[src/sv/pzf_pkg.sv]
// Package: shared types and constants of the pan/zoom follower.
package pzf_pkg;

  localparam int ANGLE_FRAC_BITS = 16;
  localparam int MAG_EPS = (1 << ANGLE_FRAC_BITS) / 1000000;
  localparam int ANG_W = 20;
  localparam int FOV_W = 16;
  localparam int CFG_W = 20;
  localparam int IDX_W = 3;
  localparam int ROOT_W = 21;
  localparam int CNT_W = 5;
  localparam int ITER_LAST = ROOT_W - 1;

  localparam int GAIN_MIN = 66;
  localparam int GAIN_ONE = 65536;
  localparam int REACT_MIN = 256;
  localparam int REACT_MAX = 2560;
  localparam int FOV_MIN = 256;
  localparam int FOV_MAX = 46080;
  localparam int ANG_MIN = -524288;
  localparam int ANG_MAX = 524287;

  typedef enum logic [IDX_W-1:0] {
    REG_MAX_STEP,
    REG_VEL_GAIN,
    REG_REACT,
    REG_DEAD_ZONE,
    REG_ZOOM_GAIN,
    REG_ZOOM_RESET,
    REG_PITCH_LOCK,
    REG_LOCKED_PITCH
  } reg_idx_t;

  typedef enum logic [4:0] {
    OP_NONE,
    OP_LOAD,
    OP_MUL_MAXV,
    OP_MUL_VA,
    OP_MUL_SQY,
    OP_MUL_SQP,
    OP_SQ_SUM,
    OP_SQRT,
    OP_MUL_SY,
    OP_DIV_INIT,
    OP_DIV,
    OP_FIX_Y,
    OP_FIX_P,
    OP_CLAMP,
    OP_MUL_EY,
    OP_MUL_EP,
    OP_MUL_Z,
    OP_FIN
  } op_t;

  typedef enum logic [4:0] {
    ST_IDLE,
    ST_MAXV,
    ST_VA,
    ST_SQY,
    ST_SQP,
    ST_SUM,
    ST_SQRT,
    ST_SY,
    ST_DIVY0,
    ST_DIVY,
    ST_FIXY,
    ST_DIVP0,
    ST_DIVP,
    ST_FIXP,
    ST_CLAMP,
    ST_EY,
    ST_EP,
    ST_Z,
    ST_FIN
  } st_t;

  typedef struct packed {
    op_t op;
  } cmd_t;

  typedef struct packed {
    logic aim;
    logic dz_on;
    logic mag_ok;
  } sts_t;

endpackage

[src/sv/pzf_if.sv]
// Interfaces: aim request channel and view result channel.
interface pzf_aim_if;
  logic valid;
  logic ready;
  logic signed [19:0] aim_yaw;
  logic signed [19:0] aim_pitch;
  logic aim_valid;
  logic [15:0] zoom_aim;
  logic zoom_valid;
  modport source (output valid, aim_yaw, aim_pitch, aim_valid, zoom_aim, zoom_valid,
                  input ready);
  modport sink (input valid, aim_yaw, aim_pitch, aim_valid, zoom_aim, zoom_valid,
                output ready);
endinterface

interface pzf_view_if;
  logic valid;
  logic ready;
  logic signed [19:0] view_yaw;
  logic signed [19:0] view_pitch;
  logic [15:0] view_fov;
  modport source (output valid, view_yaw, view_pitch, view_fov, input ready);
  modport sink (input valid, view_yaw, view_pitch, view_fov, output ready);
endinterface

[src/sv/pzf_ctrl.sv]
// Controller: sequences the datapath through one request.
module pzf_ctrl
  import pzf_pkg::*;
(
  input  logic clk,
  input  logic rst,
  input  logic in_valid,
  output logic in_ready,
  output logic out_valid,
  input  logic out_ready,
  input  sts_t sts,
  output cmd_t cmd
);

  st_t state, state_next;
  logic [CNT_W-1:0] cnt, cnt_next;
  logic out_valid_next;

  always_ff @(posedge clk) begin
    if (rst) begin
      state <= ST_IDLE;
      cnt <= '0;
      out_valid <= 1'b0;
    end else begin
      state <= state_next;
      cnt <= cnt_next;
      out_valid <= out_valid_next;
    end
  end

  always_comb begin
    state_next = state;
    cnt_next = cnt;
    cmd.op = OP_NONE;
    in_ready = 1'b0;
    out_valid_next = out_valid && !out_ready;
    case (state)
      ST_IDLE: begin
        in_ready = 1'b1;
        if (in_valid) begin
          cmd.op = OP_LOAD;
          state_next = ST_MAXV;
        end
      end
      ST_MAXV: begin
        cmd.op = OP_MUL_MAXV;
        state_next = sts.aim ? ST_VA : ST_Z;
      end
      ST_VA: begin
        cmd.op = OP_MUL_VA;
        state_next = ST_SQY;
      end
      ST_SQY: begin
        cmd.op = OP_MUL_SQY;
        state_next = sts.dz_on ? ST_SQP : ST_CLAMP;
      end
      ST_SQP: begin
        cmd.op = OP_MUL_SQP;
        state_next = ST_SUM;
      end
      ST_SUM: begin
        cmd.op = OP_SQ_SUM;
        cnt_next = '0;
        state_next = ST_SQRT;
      end
      ST_SQRT: begin
        cmd.op = OP_SQRT;
        cnt_next = cnt + 1'b1;
        if (cnt == CNT_W'(ITER_LAST)) begin
          cnt_next = '0;
          state_next = ST_SY;
        end
      end
      ST_SY: begin
        cmd.op = OP_MUL_SY;
        state_next = sts.mag_ok ? ST_DIVY0 : ST_CLAMP;
      end
      ST_DIVY0: begin
        cmd.op = OP_DIV_INIT;
        state_next = ST_DIVY;
      end
      ST_DIVY: begin
        cmd.op = OP_DIV;
        cnt_next = cnt + 1'b1;
        if (cnt == CNT_W'(ITER_LAST)) begin
          cnt_next = '0;
          state_next = ST_FIXY;
        end
      end
      ST_FIXY: begin
        cmd.op = OP_FIX_Y;
        state_next = ST_DIVP0;
      end
      ST_DIVP0: begin
        cmd.op = OP_DIV_INIT;
        state_next = ST_DIVP;
      end
      ST_DIVP: begin
        cmd.op = OP_DIV;
        cnt_next = cnt + 1'b1;
        if (cnt == CNT_W'(ITER_LAST)) begin
          cnt_next = '0;
          state_next = ST_FIXP;
        end
      end
      ST_FIXP: begin
        cmd.op = OP_FIX_P;
        state_next = ST_CLAMP;
      end
      ST_CLAMP: begin
        cmd.op = OP_CLAMP;
        state_next = ST_EY;
      end
      ST_EY: begin
        cmd.op = OP_MUL_EY;
        state_next = ST_EP;
      end
      ST_EP: begin
        cmd.op = OP_MUL_EP;
        state_next = ST_Z;
      end
      ST_Z: begin
        cmd.op = OP_MUL_Z;
        state_next = ST_FIN;
      end
      ST_FIN: begin
        if (!out_valid || out_ready) begin
          cmd.op = OP_FIN;
          out_valid_next = 1'b1;
          state_next = ST_IDLE;
        end
      end
      default: begin
        state_next = ST_IDLE;
      end
    endcase
  end

`ifndef ASSERT_OFF
  a_rise_from_fin: assert property (@(posedge clk) disable iff (rst)
    $rose(out_valid) |-> $past(state == ST_FIN)) else $error("result without finish");
  a_cnt_range: assert property (@(posedge clk) disable iff (rst)
    cnt <= CNT_W'(ITER_LAST)) else $error("iteration count overrun");
  a_fin_idle: assert property (@(posedge clk) disable iff (rst)
    (cmd.op == OP_FIN) |=> (state == ST_IDLE && out_valid)) else $error("finish slip");
`endif

endmodule

[src/sv/pzf_dp.sv]
// Datapath: registers, shared multiplier, square root and divider steps.
module pzf_dp
  import pzf_pkg::*;
(
  input  logic clk,
  input  logic rst,
  input  cmd_t cmd,
  output sts_t sts,
  input  logic cfg_we,
  input  logic [IDX_W-1:0] cfg_index,
  input  logic [CFG_W-1:0] cfg_data,
  input  logic signed [ANG_W-1:0] aim_yaw,
  input  logic signed [ANG_W-1:0] aim_pitch,
  input  logic aim_valid,
  input  logic [FOV_W-1:0] zoom_aim,
  input  logic zoom_valid,
  output logic signed [ANG_W-1:0] pose_yaw,
  output logic signed [ANG_W-1:0] pose_pitch,
  output logic [FOV_W-1:0] fov_now
);

  logic [16:0] max_step, vel_gain, zoom_gain;
  logic [11:0] react;
  logic [18:0] dead_zone;
  logic pitch_lock;
  logic signed [ANG_W-1:0] locked_pitch;

  logic signed [ANG_W-1:0] speed_yaw, speed_pitch;
  logic aim_r, zoom_r;
  logic [FOV_W-1:0] za;
  logic signed [20:0] ey, ep;
  logic [20:0] maxv;
  logic [16:0] valpha;
  logic [41:0] sq, sqx;
  logic [22:0] sr;
  logic [ROOT_W-1:0] root, remv;
  logic [21:0] drem;
  logic [20:0] dlow;
  logic signed [49:0] prod;
  logic signed [24:0] mul_a, mul_b;

  logic [11:0] react_c;
  logic [16:0] vg_c, zg_c;
  logic [FOV_W-1:0] za_c, zr_c;
  logic [20:0] abs_ey, abs_ep, va_raw;
  logic [ROOT_W-1:0] remv_c;
  logic signed [22:0] d_y, d_p, ey_x, ep_x, mx;
  logic signed [20:0] tp;
  logic signed [23:0] rnd;
  logic [24:0] sq_t, sq_trial;
  logic [42:0] div_d;
  logic [21:0] div_t;

  function automatic logic [16:0] clamp_gain(input logic [16:0] g);
    clamp_gain = (g < 17'(GAIN_MIN)) ? 17'(GAIN_MIN) :
                 ((g > 17'(GAIN_ONE)) ? 17'(GAIN_ONE) : g);
  endfunction

  function automatic logic [FOV_W-1:0] clamp_fov(input logic [FOV_W-1:0] f);
    clamp_fov = (f < FOV_W'(FOV_MIN)) ? FOV_W'(FOV_MIN) :
                ((f > FOV_W'(FOV_MAX)) ? FOV_W'(FOV_MAX) : f);
  endfunction

  function automatic logic signed [23:0] rnd16(input logic signed [49:0] p);
    logic [49:0] m;
    logic [49:0] s;
    m = p[49] ? 50'(-p) : 50'(p);
    s = m + 50'd32768;
    rnd16 = p[49] ? -$signed(s[39:16]) : $signed(s[39:16]);
  endfunction

  function automatic logic signed [ANG_W-1:0] sat_ang(input logic signed [24:0] v);
    sat_ang = (v > 25'(ANG_MAX)) ? ANG_W'(ANG_MAX) :
              ((v < 25'(ANG_MIN)) ? ANG_W'(ANG_MIN) : v[ANG_W-1:0]);
  endfunction

  function automatic logic signed [20:0] clamp_err(input logic signed [22:0] e,
                                                   input logic signed [22:0] m);
    clamp_err = (e > m) ? m[20:0] : ((e < -m) ? 21'(-m) : e[20:0]);
  endfunction

  assign react_c = (react < 12'(REACT_MIN)) ? 12'(REACT_MIN) :
                   ((react > 12'(REACT_MAX)) ? 12'(REACT_MAX) : react);
  assign vg_c = clamp_gain(vel_gain);
  assign zg_c = clamp_gain(zoom_gain);
  assign za_c = clamp_fov(zoom_aim);
  assign zr_c = clamp_fov(cfg_data[FOV_W-1:0]);
  assign abs_ey = ey[20] ? 21'(-ey) : 21'(ey);
  assign abs_ep = ep[20] ? 21'(-ep) : 21'(ep);
  assign remv_c = (root > ROOT_W'(dead_zone)) ? root - ROOT_W'(dead_zone) : '0;
  assign d_y = 23'(ey) - 23'(speed_yaw);
  assign d_p = 23'(ep) - 23'(speed_pitch);
  assign ey_x = 23'(ey);
  assign ep_x = 23'(ep);
  assign mx = $signed({2'b00, maxv});
  assign tp = pitch_lock ? 21'(locked_pitch) : 21'(aim_pitch);
  assign rnd = rnd16(prod);
  assign va_raw = prod[28:8];
  assign sq_t = {sr, sqx[41:40]};
  assign sq_trial = {2'b00, root, 2'b01};
  assign div_d = 43'(prod[41:0]) + 43'(root[ROOT_W-1:1]);
  assign div_t = {drem[20:0], dlow[20]};

  assign sts.aim = aim_r;
  assign sts.dz_on = (dead_zone != '0);
  assign sts.mag_ok = (root > ROOT_W'(MAG_EPS)) && (root != '0);

  always_comb begin
    mul_a = '0;
    mul_b = '0;
    case (cmd.op)
      OP_MUL_MAXV: begin
        mul_a = $signed({8'd0, max_step});
        mul_b = $signed({13'd0, react_c});
      end
      OP_MUL_VA: begin
        mul_a = $signed({8'd0, vg_c});
        mul_b = $signed({13'd0, react_c});
      end
      OP_MUL_SQY: begin
        mul_a = 25'(ey);
        mul_b = 25'(ey);
      end
      OP_MUL_SQP: begin
        mul_a = 25'(ep);
        mul_b = 25'(ep);
      end
      OP_MUL_SY: begin
        mul_a = $signed({4'd0, abs_ey});
        mul_b = $signed({4'd0, remv_c});
      end
      OP_FIX_Y: begin
        mul_a = $signed({4'd0, abs_ep});
        mul_b = $signed({4'd0, remv});
      end
      OP_MUL_EY: begin
        mul_a = $signed({8'd0, valpha});
        mul_b = 25'(d_y);
      end
      OP_MUL_EP: begin
        mul_a = $signed({8'd0, valpha});
        mul_b = 25'(d_p);
      end
      OP_MUL_Z: begin
        mul_a = $signed({8'd0, zg_c});
        mul_b = $signed({9'd0, za}) - $signed({9'd0, fov_now});
      end
      default: begin
        mul_a = '0;
        mul_b = '0;
      end
    endcase
  end

  // product holds while the finish step waits on the output
  always_ff @(posedge clk) begin
    if (cmd.op != OP_NONE) begin
      prod <= mul_a * mul_b;
    end
  end

  always_ff @(posedge clk) begin
    if (rst) begin
      max_step <= 17'd3277;
      vel_gain <= 17'd13107;
      react <= 12'd256;
      dead_zone <= '0;
      zoom_gain <= 17'd6554;
      pitch_lock <= 1'b0;
      locked_pitch <= '0;
      fov_now <= 16'd8704;
      pose_yaw <= '0;
      pose_pitch <= '0;
      speed_yaw <= '0;
      speed_pitch <= '0;
      aim_r <= 1'b0;
      zoom_r <= 1'b0;
    end else begin
      if (cfg_we) begin
        case (reg_idx_t'(cfg_index))
          REG_MAX_STEP:     max_step <= cfg_data[16:0];
          REG_VEL_GAIN:     vel_gain <= cfg_data[16:0];
          REG_REACT:        react <= cfg_data[11:0];
          REG_DEAD_ZONE:    dead_zone <= cfg_data[18:0];
          REG_ZOOM_GAIN:    zoom_gain <= cfg_data[16:0];
          REG_ZOOM_RESET:   fov_now <= zr_c;
          REG_PITCH_LOCK:   pitch_lock <= cfg_data[0];
          REG_LOCKED_PITCH: locked_pitch <= cfg_data;
          default: begin
          end
        endcase
      end
      case (cmd.op)
        OP_LOAD: begin
          aim_r <= aim_valid;
          zoom_r <= zoom_valid;
        end
        OP_MUL_EP: speed_yaw <= sat_ang(25'(speed_yaw) + 25'(rnd));
        OP_MUL_Z: begin
          if (aim_r) begin
            speed_pitch <= sat_ang(25'(speed_pitch) + 25'(rnd));
          end
        end
        OP_FIN: begin
          if (aim_r) begin
            pose_yaw <= sat_ang(25'(pose_yaw) + 25'(speed_yaw));
            pose_pitch <= sat_ang(25'(pose_pitch) + 25'(speed_pitch));
          end
          if (zoom_r) begin
            fov_now <= ((25'(fov_now) + 25'(rnd)) < 25'(FOV_MIN)) ? FOV_W'(FOV_MIN) :
                       (((25'(fov_now) + 25'(rnd)) > 25'(FOV_MAX)) ? FOV_W'(FOV_MAX) :
                        FOV_W'(25'(fov_now) + 25'(rnd)));
          end
        end
        default: begin
        end
      endcase
    end
  end

  always_ff @(posedge clk) begin
    case (cmd.op)
      OP_LOAD: begin
        za <= za_c;
        ey <= 21'(aim_yaw) - 21'(pose_yaw);
        ep <= tp - 21'(pose_pitch);
      end
      OP_MUL_VA: maxv <= prod[28:8];
      OP_MUL_SQY: valpha <= (va_raw > 21'(GAIN_ONE)) ? 17'(GAIN_ONE) : va_raw[16:0];
      OP_MUL_SQP: sq <= prod[41:0];
      OP_SQ_SUM: begin
        sqx <= sq + prod[41:0];
        sr <= '0;
        root <= '0;
      end
      OP_SQRT: begin
        if (sq_t >= sq_trial) begin
          sr <= 23'(sq_t - sq_trial);
          root <= {root[ROOT_W-2:0], 1'b1};
        end else begin
          sr <= sq_t[22:0];
          root <= {root[ROOT_W-2:0], 1'b0};
        end
        sqx <= {sqx[39:0], 2'b00};
      end
      OP_MUL_SY: remv <= remv_c;
      OP_DIV_INIT: begin
        drem <= div_d[42:21];
        dlow <= div_d[20:0];
      end
      OP_DIV: begin
        if (div_t >= {1'b0, root}) begin
          drem <= div_t - {1'b0, root};
          dlow <= {dlow[19:0], 1'b1};
        end else begin
          drem <= div_t;
          dlow <= {dlow[19:0], 1'b0};
        end
      end
      OP_FIX_Y: ey <= ey[20] ? -$signed(dlow) : $signed(dlow);
      OP_FIX_P: ep <= ep[20] ? -$signed(dlow) : $signed(dlow);
      OP_CLAMP: begin
        ey <= clamp_err(ey_x, mx);
        ep <= clamp_err(ep_x, mx);
      end
      default: begin
      end
    endcase
  end

`ifndef ASSERT_OFF
  a_div_nonzero: assert property (@(posedge clk) disable iff (rst)
    (cmd.op == OP_DIV) |-> (root != '0)) else $error("divide by zero magnitude");
  a_div_rem: assert property (@(posedge clk) disable iff (rst)
    (cmd.op == OP_DIV) |-> (drem < 22'(root))) else $error("divider remainder overflow");
  a_fov_range: assert property (@(posedge clk) disable iff (rst)
    $past(cmd.op == OP_FIN) |-> (fov_now >= FOV_W'(FOV_MIN) && fov_now <= FOV_W'(FOV_MAX)))
    else $error("fov out of range");
`endif

endmodule

[src/sv/pan_zoom_follower_core.sv]
// Top level: pan/zoom follower, controller plus datapath.
// Paths from accept to result valid: no aim, aim with dead zone off, dead zone on
// (21-step square root, two 21-step divides), and dead zone on with zero error.
// One request at a time, accepted in the cycle after the previous finish;
// finish stalls while the previous result is still waiting in the output register.
// Synchronous active-high reset: registers to defaults, pose and speed zero, fov 8704.
module pan_zoom_follower_core
  import pzf_pkg::*;
(
  input  logic clk,
  input  logic rst,
  pzf_aim_if.sink aim,
  pzf_view_if.source view,
  input  logic cfg_we,
  input  logic [IDX_W-1:0] cfg_index,
  input  logic [CFG_W-1:0] cfg_data
);

  cmd_t cmd;
  sts_t sts;

  pzf_ctrl u_ctrl (
    .clk       (clk),
    .rst       (rst),
    .in_valid  (aim.valid),
    .in_ready  (aim.ready),
    .out_valid (view.valid),
    .out_ready (view.ready),
    .sts       (sts),
    .cmd       (cmd)
  );

  pzf_dp u_dp (
    .clk        (clk),
    .rst        (rst),
    .cmd        (cmd),
    .sts        (sts),
    .cfg_we     (cfg_we),
    .cfg_index  (cfg_index),
    .cfg_data   (cfg_data),
    .aim_yaw    (aim.aim_yaw),
    .aim_pitch  (aim.aim_pitch),
    .aim_valid  (aim.aim_valid),
    .zoom_aim   (aim.zoom_aim),
    .zoom_valid (aim.zoom_valid),
    .pose_yaw   (view.view_yaw),
    .pose_pitch (view.view_pitch),
    .fov_now    (view.view_fov)
  );

endmodule

[src/flat_wrapper.sv]
// flat-port wrapper written by rule: the top's interface ports become plain ports
module pan_zoom_follower_core_flat import pzf_pkg::*;
  (clk, rst, cfg_we, cfg_index, cfg_data, aim_valid, aim_aim_yaw, aim_aim_pitch, aim_aim_valid, aim_zoom_aim, aim_zoom_valid, aim_ready, view_valid, view_view_yaw, view_view_pitch, view_view_fov, view_ready);
  pzf_aim_if aim_i ();
  pzf_view_if view_i ();
  input  logic clk;
  input  logic rst;
  input  logic cfg_we;
  input  logic [IDX_W-1:0] cfg_index;
  input  logic [CFG_W-1:0] cfg_data;
  input wire logic [$bits(aim_i.valid)-1:0] aim_valid;
  input wire logic [$bits(aim_i.aim_yaw)-1:0] aim_aim_yaw;
  input wire logic [$bits(aim_i.aim_pitch)-1:0] aim_aim_pitch;
  input wire logic [$bits(aim_i.aim_valid)-1:0] aim_aim_valid;
  input wire logic [$bits(aim_i.zoom_aim)-1:0] aim_zoom_aim;
  input wire logic [$bits(aim_i.zoom_valid)-1:0] aim_zoom_valid;
  output wire logic [$bits(aim_i.ready)-1:0] aim_ready;
  output wire logic [$bits(view_i.valid)-1:0] view_valid;
  output wire logic [$bits(view_i.view_yaw)-1:0] view_view_yaw;
  output wire logic [$bits(view_i.view_pitch)-1:0] view_view_pitch;
  output wire logic [$bits(view_i.view_fov)-1:0] view_view_fov;
  input wire logic [$bits(view_i.ready)-1:0] view_ready;
  assign aim_i.valid = aim_valid;
  assign aim_i.aim_yaw = aim_aim_yaw;
  assign aim_i.aim_pitch = aim_aim_pitch;
  assign aim_i.aim_valid = aim_aim_valid;
  assign aim_i.zoom_aim = aim_zoom_aim;
  assign aim_i.zoom_valid = aim_zoom_valid;
  assign aim_ready = aim_i.ready;
  assign view_valid = view_i.valid;
  assign view_view_yaw = view_i.view_yaw;
  assign view_view_pitch = view_i.view_pitch;
  assign view_view_fov = view_i.view_fov;
  assign view_i.ready = view_ready;
  pan_zoom_follower_core u_core (.clk(clk), .rst(rst), .aim(aim_i), .view(view_i), .cfg_we(cfg_we), .cfg_index(cfg_index), .cfg_data(cfg_data));
endmodule
[config.mk]
export PLATFORM = sky130hd
export DESIGN_NAME = pan_zoom_follower_core_flat
export DESIGN_NICKNAME = d
export VERILOG_FILES = /design/src/sv/pzf_pkg.sv /design/src/sv/pzf_if.sv /design/src/sv/pzf_ctrl.sv /design/src/sv/pzf_dp.sv /design/src/sv/pan_zoom_follower_core.sv /design/src/flat_wrapper.sv
export SDC_FILE = /design/constraint.sdc
export NUM_CORES = 2
export LEC_CHECK = 0
export ABC_CLOCK_PERIOD_IN_PS = 30000
export BUFFER_PORTS_ARGS = -buffer_cell sky130_fd_sc_hd__buf_4
export CORE_ASPECT_RATIO = 0.7
export CORE_UTILIZATION = 59
export DETAILED_ROUTE_END_ITERATION = 8
export GPL_TIMING_DRIVEN = 1
export PLACE_DENSITY = 0.79
export SLEW_MARGIN = 20
export SYNTH_ARGS = -nofsm -noshare
export SYNTH_HDL_FRONTEND = slang
export SYNTH_SLANG_ARGS = --single-unit
[constraint.sdc]
create_clock -name clk -period 30 [get_ports clk]
set_input_delay 3 -clock clk [delete_from_list [all_inputs] [get_ports clk]]
set_output_delay 3 -clock clk [all_outputs]
set_load 0.01 [all_outputs]
### Word-level counts from Yosys, hierarchy flattened

Cells that the tools add are included.

| storage, ports and cells | value |
|---|---|
| word-level logic and storage cells | 232 |
| register bits after elaboration | 549 |
| output and inout bits | 58 |

| operators by class | value |
|---|---|
| mux-type cells | 65 |
| reductions and logical operators | 33 |
| equality and inequality tests | 50 |
| $add $sub $neg | 23 |
| multiply operators | 1 |
| order comparisons | 29 |

Operators by type and width:

| operator | count |
|---|---|
| $pmux W25 S8 | 2 |
| $mux W21 | 11 |
| $mux W20 | 8 |
| $mux W16 | 9 |
| $pmux W21 S2 | 3 |
| $pmux W21 S3 | 2 |
| $pmux W5 S19 | 1 |
| $pmux W5 S17 | 1 |
| $pmux W42 S2 | 1 |
| $eq A5 B4 Y1 const B | 16 |
| $mux W17 | 4 |
| $neg A21 Y21 | 3 |
| $add A20 B24 Y25 | 2 |
| $gt A25 B20 Y1 const B | 2 |
| $lt A25 B20 Y1 const B | 2 |
| $mul A25 B25 Y50 | 1 |
| $lt A21 B23 Y1 | 2 |
| $pmux W23 S2 | 1 |
| $gt A21 B22 Y1 | 2 |
| $sub A21 B20 Y22 | 2 |
| $add A20 B20 Y21 | 2 |
| $add A42 B20 Y42 | 1 |
| $add A42 B42 Y42 | 1 |
| $gt A21 B20 Y1 const B | 2 |
| other kinds (58) | 120 |

### Depth between registers and ports, before layout

| depth | value |
|---|---|
| depth after elaboration | 11 |
| depth in mapped cells | 46 |
| mapped depth without buffers | 45 |

### By module

A second synthesis with hierarchy kept.

| unflattened totals | value |
|---|---|
| cells, all modules | 7,533 |
| area total of the unflattened synthesis | 65,216.3 um2 |

By module, submodules not included:

| module | cells an instance | instances | area each (um2) |
|---|---|---|---|
| pzf_dp | 7,415 | 1 | 64,326.7 |
| pzf_ctrl | 118 | 1 | 889.6 |

### Worst setup path after synthesis

OpenSTA, ideal clock, no wires.

| path | value |
|---|---|
| path type | reg2reg |
| start point | register u_core.u_dp.root[1] |
| end point | register u_core.u_dp.prod[49], data pin |
| buffers on the path | 2 |
| library setup time | 0.264 ns |
| setup slack | 19.544 ns |
| cell stages (with the launch flop) | 39 |
| arrival time | 10.192 ns |
| cell sequence | edfxtp_1 ha_1 nor2b_1 o21ai_0 a21boi_0 o21ai_0 a21boi_0 o21ai_0 a21boi_0 o31ai_1 a211oi_1 o31ai_1 a21oi_1 o41ai_1 nand2b_1 clkbuf_1 o2111a_1 clkbuf_1 [3 not listed] fa_1 inv_1 fa_1 inv_1 fa_1 fa_1 fa_1 inv_1 fa_1 inv_1 ha_1 a21o_1 a21o_1 a21oi_1 o21ai_0 a21o_1 a221oi_1 xnor2_1 |

| on the way | value |
|---|---|
| word-level cells in the longest chain between the ends | 4 |
| elaborated cells between the ends (all ways) | 5 |
| those cells by class | add/sub (1); mul (1); order compare (1); mux (2) |

Ends and longest elaborated chain:

| element | line | text |
|---|---|---|
| start: declaration | pzf_dp.sv:36 | `logic [ROOT_W-1:0] root, remv;` |
| start signal: assignment | pzf_dp.sv:239 | `root <= {root[ROOT_W-2:0], 1'b1};` |
| start signal: assignment | pzf_dp.sv:242 | `root <= {root[ROOT_W-2:0], 1'b0};` |
| $sub A21 B19 Y21 or $gt A21 B19 Y1 (tied branches) | pzf_dp.sv:90 | `assign remv_c = (root > ROOT_W'(dead_zone)) ? root - ROOT_W'(dead_zone) : '0;` |
| $mux W21 (*) | pzf_dp.sv:90 |  |
| $pmux W25 S8 (*) | pzf_dp.sv:111 | `case (cmd.op)` |
| $mul A25 B25 Y50 (*) | pzf_dp.sv:158 | `prod <= mul_a * mul_b;` |
| end signal: assignment | pzf_dp.sv:158 |  |
| end: declaration | pzf_dp.sv:39 | `logic signed [49:0] prod;` |

Mark *: on every way between the ends. The rest lies on a longest branch, timed or not.
A chain may end at the register's enable or synchronous reset.

### Worst setup path after layout

| path | value |
|---|---|
| start point | register u_core.u_dp.root[1] |
| end point | register u_core.u_dp.prod[37], data pin |

The elaborated chain is that of the path after synthesis.

==> summary.md <==
| Metric | Value |
|---|---|
| Congestion Overflow GR | 0 |
| Via count | 60100 |
| Post-synth ARST share | 0 |
| XOR/XNOR Fraction of Synth Area | 0.0615 |
| Tmin final | 12.91 ns |
| Sw power | 3470 uW |
| IO Pins | 144 |
| Headroom to the max-slew limit | 0.153 |
| Clk_lat worst skew | 0.70 ns |
| VDD IR-drop max | 78.3 uV |
| Post-synth EDFFs | 330 |
| Synthesized netlist cell count | 7506 |
| Worst-Margin Slew | 1.26 ns |
| # rows | 101 |
| Most common cell after layout, fill and taps aside | inv_1 |
| Max Clock Freq | 77.5 MHz |
| Placed cells | 8960 |
| Detailed placement HPWL | 211 mm |
| Hold Vio Cnt, Final | 0 |
| Clock buffer count from CTS | 60 |
| Max_cap viols | 0 |
| Fin nets | 8838 |
| Total Wirelength | 268 mm |
| Layout Cells excl Fill | 9088 |
| Hold Path Class | reg2reg |
| P_leak | 0.0308 uW |
| CP endpoint kind | flip-flop |
| Initial core utilization | 0.597 |
| Sequential cell area | 14200 sq um |
| Syn avg cell area | 8.64 sq um |
| Clk buf depth | 3 |
| Worst setup startpoint | u_core.u_dp.root[1] |
| Reg power frac | 0.178 |
| Final non-filler cell area | 70000 sq um |
| Root buffer cell | clkbuf_16 |
| First-pass GRT wire length | 383 mm |
| R2r setup slk | 17.09 ns |
| Setup Skew | 0.0496 ns |
| Clock slew at reported path FFs | 0.07 ns |
| Sw frac | 0.546 |
| Avg WL per Cell | 29.4 um |
| Highest cell delay on the worst timing path | 1.06 ns |
| Fin crit share | 0.430 |
| Count of buffer and inverter cells on the critical path | 5 |
| Post-synthesis mux area share | 0.0132 |
| Critical Path RT | 30.45 ns |
| Core ar. | 109000 sq um |
| Die width | 398 um |
| Sequential area share after synthesis | 0.218 |
| Post-synthesis compound-gate area fraction | 0.154 |
| Total internal power | 2890 uW |
| Via count of the first global-routing pass | 55900 |
| # port buffers | 143 |
| Ys flop type | edfxtp_1 |
| Outcome | complete, no violations |
| First-pass DRT Iterations | 8 |
| Clock power share | 0.121 |
| Routability cong. | 1.09 |
| Die Y | 279 um |
| Largest net degree at the start of global routing | 116 |
| Combinational share of power | 0.701 |
| Initial antenna violation count | 26 |
| Setup TNS | 0 ns |
| Slew Viols, Final | 0 |
| Clock sinks | 542 |
| Tot GR Track Use | 0.475 |
| Post-Syn Area | 64900 sq um |
| Distinct cells, synth | 103 |
| Synth Area in Adders | 0.303 |
| Slowest CP cell | o2111a_1 |
| Crit Path Class | reg2reg |
| Syn-to-layout area delta | 7.94% |
| Layout cell share with drive strength beyond 1 | 0.0701 |
| Clock tree from TritonCTS | done |
| H-Tree Depth | 2 |
| Pwr dens | 90.7 nW/um^2 |
| Warnings from Yosys | 0 |
| Largest family of logic cells by synthesized area | adder cells |
| Critical R2R Launch | u_core.u_dp.root[1] |
| DRC viols | 0 |
| Final setup fails | 0 |
| Critical path's most frequent cell | fa_1 |
| Flops & latches, synth | 542 |
| Vias per inst | 6.61 |
| WHS | 0.456 ns |
| Cts hold-fix bufs | 0 |
| Hold Startpoint | u_core.u_dp.locked_pitch[3] |
| Footprint of the multi-input gates | 46100 sq um |
| Critical Path Fanout Max | 23 |
| Die ar. | 111000 sq um |
| Critical path startpoint category | flip-flop |
| Fillcell total | 9045 |
| Post-DRT Antenna Nets | 0 |
| Syn nets | 8764 |
| CP top delay family | compound AO/OA/AOI/OAI gates |
| Worst EP arrival | 13.36 ns |
| RSZ-0062 raised after global routing | false |
| Most frequent cells in the layout | inv_1, nand2_1, nor2_1 |
| Post-CTS setup buffers | 0 |
| Initial DRC Count | 8595 |
| Placed cell area | 68100 sq um |
| Post_cts resized | 0 |
| Synth Area in Simple Gates | 0.176 |
[area by class of cell]
type	count	area share
Tap cell	1442	0.0258
Clock inverter	32	0.00425
Clock buffer	77	0.0233
Timing Repair Buffer	310	0.0333
Antenna cell	19	0.000679
Inverter	976	0.0523
Sequential cell	542	0.202
Multi-Input combinational cell	5690	0.658
[metrics by stage]
stage	util	setup WS, ns	power (uW)
2_1_floorplan	-	19.54	3800
3_3_place_gp	0.626	17.59	5260
3_5_place_dp	0.626	17.57	5340
4_1_cts	0.644	17.52	6130
5_1_grt	0.644	16.33	6670
6_report	0.644	17.09	6350
[flip-flops by register name, indices dropped and copies added (netlist names), 23 cells and up]
name              cells
u_core.u_dp.prod     43
u_core.u_dp.sq       42
u_core.u_dp.sqx      42
u_core.u_dp.sr       23
[cell usage after synthesis, types with 49 or more instances]
library cell,n,area share
a211oi_1,74,0.0086
a21o_1,109,0.013
a21oi_1,388,0.030
a221oi_1,60,0.0081
and2_1,95,0.0092
and3_1,49,0.0047
clkbuf_1,253,0.015
dfxtp_1,212,0.065
edfxtp_1,330,0.15
fa_1,616,0.19
ha_1,556,0.11
inv_1,974,0.056
mux2i_1,54,0.0083
nand2_1,867,0.050
nand2b_1,90,0.0087
nand3_1,122,0.0094
nand4_1,70,0.0067
nor2_1,642,0.037
nor2b_1,77,0.0074
nor3_1,133,0.010
o21a_1,60,0.0069
o21ai_0,311,0.024
o31ai_1,68,0.0079
or3_1,70,0.0067
xnor2_1,283,0.038
xor2_1,169,0.023
[tightest hold or removal path, stage by stage (launching register included)]
cell and delay (ns):
dfxtp_1 0.31, nand2_1 0.05, a21oi_1 0.05
[cells by family (layout without fill, tap and decap cells)]
group                      count (synthesis)  after routing
muxes                                     82             82
buffers and inverters                   1274           1395
and+or+nand+nor                         2433           2433
AOI/OAI and AO/OA                       1511           1511
DFF                                      542            542
adders and majority gates               1210           1210
xor gates and xnor gates                 454            454
other                                      0             19
[power groups by stage]
| stage | clock network [uW] | registers, uW | logic [uW] |
|---|---|---|---|
| after floorplan | 0 | 1050 | 2750 |
| after global placement | 0 | 1120 | 4140 |
| after detailed placement | 0 | 1120 | 4220 |
| after CTS | 762 | 1110 | 4260 |
| after global routing | 784 | 1120 | 4760 |
| final | 767 | 1130 | 4460 |
[metal layers]
layer | up-vias | track usage | wire length (um)
li1 | 25800 | - | -
met4 | 26 | 0.151 | 10100
met1 | 29200 | 0.670 | 107000
met2 | 4357 | 0.608 | 100000
met3 | 700 | 0.257 | 49800
met5 | - | 0 | 149
[worst paths after layout]
check                                      to  depth (start not counted)
setup / recovery         u_core.u_dp.prod[37]                         41
hold / removal    u_core.u_dp.locked_pitch[3]                          2
setup reg to reg         u_core.u_dp.prod[37]                         41
hold reg to reg   u_core.u_dp.locked_pitch[3]                          2
(Power assumes the default switching activity.)
